==> src/design/assert_macros.svh <==
// Assertion helpers for the RTL, included by the top-level bridge. Both sample on clk_i and
// stay quiet while rst_ni is low.
`ifndef ASSERT_MACROS_SVH
`define ASSERT_MACROS_SVH

// Property must hold at every clock edge out of reset.
`define ASSERT_ALWAYS(label, prop, msg) \
  label: assert property (@(posedge clk_i) disable iff (!rst_ni) (prop)) else $error(msg);

// Antecedent at one edge requires the consequent at the same edge.
`define ASSERT_IMPLIES(label, ante, cons, msg) \
  label: assert property (@(posedge clk_i) disable iff (!rst_ni) (ante) |-> (cons)) \
    else $error(msg);

`endif

==> src/design/dmdhb_pkg.sv <==
package dmdhb_pkg;

  // Field widths fixed by the port list
  localparam int KIND_W = 2;
  localparam int PIX_W  = 16;
  localparam int ROW_W  = 4;
  localparam int SLOT_W = 3;
  localparam int BUF_W  = 2;
  localparam int CNT_W  = 32;

  // Input kind codes
  localparam logic [KIND_W-1:0] KIND_WORD   = 2'd0;
  localparam logic [KIND_W-1:0] KIND_STROBE = 2'd1;
  localparam logic [KIND_W-1:0] KIND_SCAN   = 2'd2;
  localparam logic [KIND_W-1:0] KIND_UNUSED = 2'd3;

  // Result kind codes
  localparam logic RES_STATUS = 1'b0;
  localparam logic RES_WORD   = 1'b1;

  // Row pair whose scan retires the ready frame
  localparam logic [ROW_W-1:0] LAST_ROW_PAIR = 4'd15;

  // Request queue between front and back
  localparam int QUEUE_DEPTH = 4;
  localparam int QPTR_W      = $clog2(QUEUE_DEPTH);

  typedef enum logic [1:0] {
    OP_WRITE,
    OP_STROBE,
    OP_SCAN
  } op_e;

  typedef struct packed {
    op_e              op;
    logic [PIX_W-1:0] data;
    logic             fend;
    logic [ROW_W-1:0] row;
  } q_entry_t;

endpackage

==> src/design/dmdhb_fifo.sv <==
module dmdhb_fifo (
  input  logic                clk_i,
  input  logic                rst_ni,
  input  logic                push_i,
  input  dmdhb_pkg::q_entry_t entry_i,
  input  logic                pop_i,
  output logic                full_o,
  output logic                empty_o,
  output dmdhb_pkg::q_entry_t head_o
);

  dmdhb_pkg::q_entry_t               slots_q [dmdhb_pkg::QUEUE_DEPTH];
  logic [dmdhb_pkg::QPTR_W-1:0]      wr_ptr_q, wr_ptr_d;
  logic [dmdhb_pkg::QPTR_W-1:0]      rd_ptr_q, rd_ptr_d;
  logic [dmdhb_pkg::QPTR_W:0]        count_q, count_d;

  assign full_o  = (count_q == (dmdhb_pkg::QPTR_W+1)'(dmdhb_pkg::QUEUE_DEPTH));
  assign empty_o = (count_q == '0);
  assign head_o  = slots_q[rd_ptr_q];

  // Advance pointers and count
  always_comb begin
    wr_ptr_d = wr_ptr_q;
    rd_ptr_d = rd_ptr_q;
    count_d  = count_q;
    if (push_i) begin
      wr_ptr_d = wr_ptr_q + 1'b1;
    end
    if (pop_i) begin
      rd_ptr_d = rd_ptr_q + 1'b1;
    end
    if (push_i && !pop_i) begin
      count_d = count_q + 1'b1;
    end else if (pop_i && !push_i) begin
      count_d = count_q - 1'b1;
    end
  end

  always_ff @(posedge clk_i or negedge rst_ni) begin
    if (!rst_ni) begin
      wr_ptr_q <= '0;
      rd_ptr_q <= '0;
      count_q  <= '0;
    end else begin
      wr_ptr_q <= wr_ptr_d;
      rd_ptr_q <= rd_ptr_d;
      count_q  <= count_d;
    end
  end

  // Store the pushed request
  always_ff @(posedge clk_i) begin
    if (push_i) begin
      slots_q[wr_ptr_q] <= entry_i;
    end
  end

endmodule

==> config.mk <==
export PLATFORM = sky130hd
export DESIGN_NAME = dmdhb_fifo
export DESIGN_NICKNAME = d
export VERILOG_FILES = /design/src/design/assert_macros.svh /design/src/design/dmdhb_pkg.sv /design/src/design/dmdhb_fifo.sv
export SDC_FILE = /design/constraint.sdc
export NUM_CORES = 1
export LEC_CHECK = 0
export BUFFER_PORTS_ARGS = -buffer_cell sky130_fd_sc_hd__buf_4
export CAP_MARGIN = 0
export CORE_ASPECT_RATIO = 0.75
export CORE_MARGIN = 3
export CORE_UTILIZATION = 39
export DETAILED_ROUTE_END_ITERATION = 12
export RECOVER_POWER = 100
export REMOVE_ABC_BUFFERS = 1
export SETUP_SLACK_MARGIN = 0.2
export SYNTH_ARGS = -nofsm -noshare
export SYNTH_HDL_FRONTEND = slang
export SYNTH_SLANG_ARGS = --single-unit
export TNS_END_PERCENT = 20
==> constraint.sdc <==
create_clock -name clk_i -period 2.3 [get_ports clk_i]
set_input_delay 0.115 -clock clk_i [delete_from_list [all_inputs] [get_ports clk_i]]
set_output_delay 0.115 -clock clk_i [all_outputs]
set_load 0.02 [all_outputs]
==> results.py <==
metrics = {
    "status": {
        "status": "finished, final reports clean",
    },
    "power_and_ir_drop": {
        "clkPwrFrac_pct": 25.2,
        "swShare_pct": 31.2,
        "powerDensity_mw_per_mm2": 1220,
        "p_leak_nw": 1.55,
        "peakVddDrop_uv": 553,
        "power.internal_w": 0.00392,
        "power_w": 0.00570,
        "power_frac_comb_pct": 30.0,
        "p_switching_w": 0.00178,
        "seqPwrFrac_pct": 44.9,
    },
    "worst_setup_path": {
        "path_class": "reg -> out",
        "reg2reg_to": "slots_q[2][20]",
        "r2r_cells": 4,
        "path_max_fanout": 19,
        "start_kind": "flop",
        "required_ns": 2.18,
        "worst_setup_path_end_kind": "primary output",
        "path_cells": "buf_12, mux4_1, clkbuf_1",
        "reg2reg_from": "wr_ptr_q[0]",
        "critical_path.slowest_cell": "mux4_1",
        "worstPathArrival_ns": 1.88,
        "cp_slowest_stage_delay_ns": 0.61,
        "rrSetupSlack_ns": 0.35,
    },
    "timing": {
        "worst_pin_slew_ns": 0.913,
        "drv_slew": 0,
        "whs_ns": 0.241,
        "hold_viol": 0,
        "slew_headroom_pct": 39.2,
        "tns_ns": 0,
        "period_minus_slack_ns": 1.99,
        "grt_setup_unrepaired": "false",
        "finalSetupViolCount": 0,
        "max_freq_ghz": 0.502,
        "finalCritPeriodShare_pct": 86.6,
        "fin_worst_skew_ns": 0.00449,
    },
    "worst_hold_path": {
        "hold_class": "in -> async",
    },
    "global_routing": {
        "grt_pass1_wl_microns": 10200,
        "grt_max_degree": 24,
        "grt_pass1_vias": 1892,
        "grt-ovfl-total": 0,
        "grt_use_total_pct": 12.7,
        "antenna_found_initial": 0,
    },
    "finish": {
        "final_nets": 277,
        "drive_gt1_share_pct": 17.7,
        "final_area_sq_mm": 0.00466,
        "syn2layout_area_growth_pct": 24.0,
        "fin_util_pct": 50.6,
        "antenna_cells": 0,
        "fillers": 782,
    },
    "synthesis": {
        "synth_top_area_share_pct": 73.6,
        "post_synth.cell_area_avg_sq_um": 24.2,
        "yosysTopAreaCell": "edfxtp_1",
        "async_reset_ff_share_pct": 7.07,
        "synthFlopType": "edfxtp_1",
        "synth_common_cells": "edfxtp_1 (92), mux4_2 (18), dfrtp_1 (7), ha_1 (5), mux4_1 (5)",
        "synth-seq-cells": 99,
        "synth_area_leaders": "edfxtp_1 (74%), mux4_2 (11%), dfrtp_1 (4.7%)",
        "synth_edf_count": 92,
        "netlist_area_sq_mm": 0.00376,
        "synthCells": 155,
        "yosys_warnings": 0,
        "yosys.cell_count.top_type": "edfxtp_1",
        "synth_cell_types": 19,
        "ys_seq_area_share_pct": 78.2,
    },
    "floorplan": {
        "io_pins": 52,
        "core_sq_mm": 0.00920,
        "rows": 30,
        "dieHeight_microns": 91.0,
        "die_area_sq_mm": 0.0109,
        "die_width_microns": 119,
        "start_util_pct": 40.8,
    },
    "placed_design": {
        "dp_hpwl_microns": 4050,
        "gp_congestion": 0.677,
        "portBuffers": 51,
        "place_area_sq_mm": 0.00432,
    },
    "clocking": {
        "clock-sinks": 99,
        "cts-htree-levels": 3,
        "cts_buffer_depth": 2,
        "numCtsBuffers": 9,
        "tritoncts": "yes",
        "clk_pin_slew_ns": 0.06,
        "worstSkewPairLatency_ns": 0.33,
        "cts_root_buffer": "clkbuf_16",
    },
    "route": {
        "vias": 1773,
        "ant_nets": 0,
        "dr.pass1.iters": 4,
        "vias_per_cell": 4.70,
        "wirelength_microns": 6380,
        "drc": 0,
        "wl_per_cell_microns": 16.9,
        "drtIter0Drc": 115,
    },
    "job": {
        "maxCapViolCount": 0,
    },
}
[critical path, delay by kind of cell (launching register included)]
kind                   cells  cell delay, ns
muxes                      1            0.61
DFF                        1            0.50
buffers and inverters      2            0.43
[logic make-up (layout without fill, tap and decap cells)]
| kind of cell | count (synthesis) | after routing | share of synthesized area [%] |
|---|---|---|---|
| AOI/OAI and AO/OA | 1 | 1 | 0.133 |
| xor gates and xnor gates | 6 | 6 | 1.40 |
| adders and majority gates | 6 | 6 | 2.20 |
| buffers and inverters | 10 | 104 | 2.17 |
| DFF | 99 | 99 | 78.2 |
| muxes | 24 | 24 | 14.6 |
| and+or+nand+nor | 9 | 9 | 1.30 |
[metrics by stage]
step	cells	worst slack [ns]
after floorplan	149	0.337
after global placement	335	0.669
after detailed placement	335	0.653
after CTS	377	0.283
after global routing	377	0.206
final	377	0.308
[state kept, by name (all words and copies together), names as in the netlist]
name / flops
slots_q: 92
count_q: 3
rd_ptr_q: 2
wr_ptr_q: 2
[placed cells by master (no fill, tap or decap), drive strengths merged]
master,netlist,layout
fa,1,1
mux4,23,23
o21ai,1,1
nor3,1,1
xor2,4,4
nor3b,1,1
clkinv,0,4
inv,4,4
clkinvlp,0,2
nor2,1,1
buf,6,4
mux2,1,1
dlygate4sd3,0,26
clkbuf,0,63
xnor2,2,2
ha,5,5
bufinv,0,1
edfxtp,92,92
nand2,2,2
dfrtp,7,7
and2,4,4
[repair_timing]
item,4_1_cts,5_1_grt
buffers inserted,0,0
endpoints found under the setup margin,0,1
gates resized for setup,0,1
hold buffers,26,0
hold endpoints to repair,101,0
[worst max path at each step]
stage / from / end / slack [ns] / cells after the start
after CTS: rd_ptr_q[1] / head_o[18] / 0.28 / 3
after floorplan: rd_ptr_q[0] / head_o[18] / 0.34 / 1
final: rd_ptr_q[0] / head_o[18] / 0.31 / 3
after global routing: rd_ptr_q[0] / head_o[22] / 0.21 / 3
after detailed placement: rd_ptr_q[1] / head_o[18] / 0.65 / 3
after global placement: rd_ptr_q[0] / head_o[18] / 0.67 / 3
[layer usage]
metal | wire length, microns | part of all wire (%) | vias up | track usage [%]
met5 | 0 | 0 | - | 0
met4 | 29 | 0.45 | 0 | 3.05
met3 | 347 | 5.4 | 4 | 5.35
met2 | 2980 | 47 | 47 | 18.7
met1 | 3030 | 47 | 910 | 17.6
li1 | - | - | 812 | -
[cell type report]
class | instances | area [sq um] | area share (%)
Sequential cell | 99 | 2940 | 63.2
Multi-Input combinational cell | 46 | 737 | 15.8
Timing Repair Buffer | 84 | 509 | 10.9
Clock buffer | 9 | 225 | 4.84
Tap cell | 128 | 160 | 3.44
Clock inverter | 7 | 68.8 | 1.48
Inverter | 4 | 15.0 | 0.322
[power groups by stage]
stage / clock [W] / combinational [W] / sequential [W]
final: 0.00144 / 0.00171 / 0.00256
after global routing: 0.00155 / 0.00186 / 0.00261
after CTS: 0.00148 / 0.00204 / 0.00256
after detailed placement: 0 / 0.00199 / 0.00260
after global placement: 0 / 0.00199 / 0.00259
after floorplan: 0 / 0.00110 / 0.00263
(Power assumes the default switching activity.)
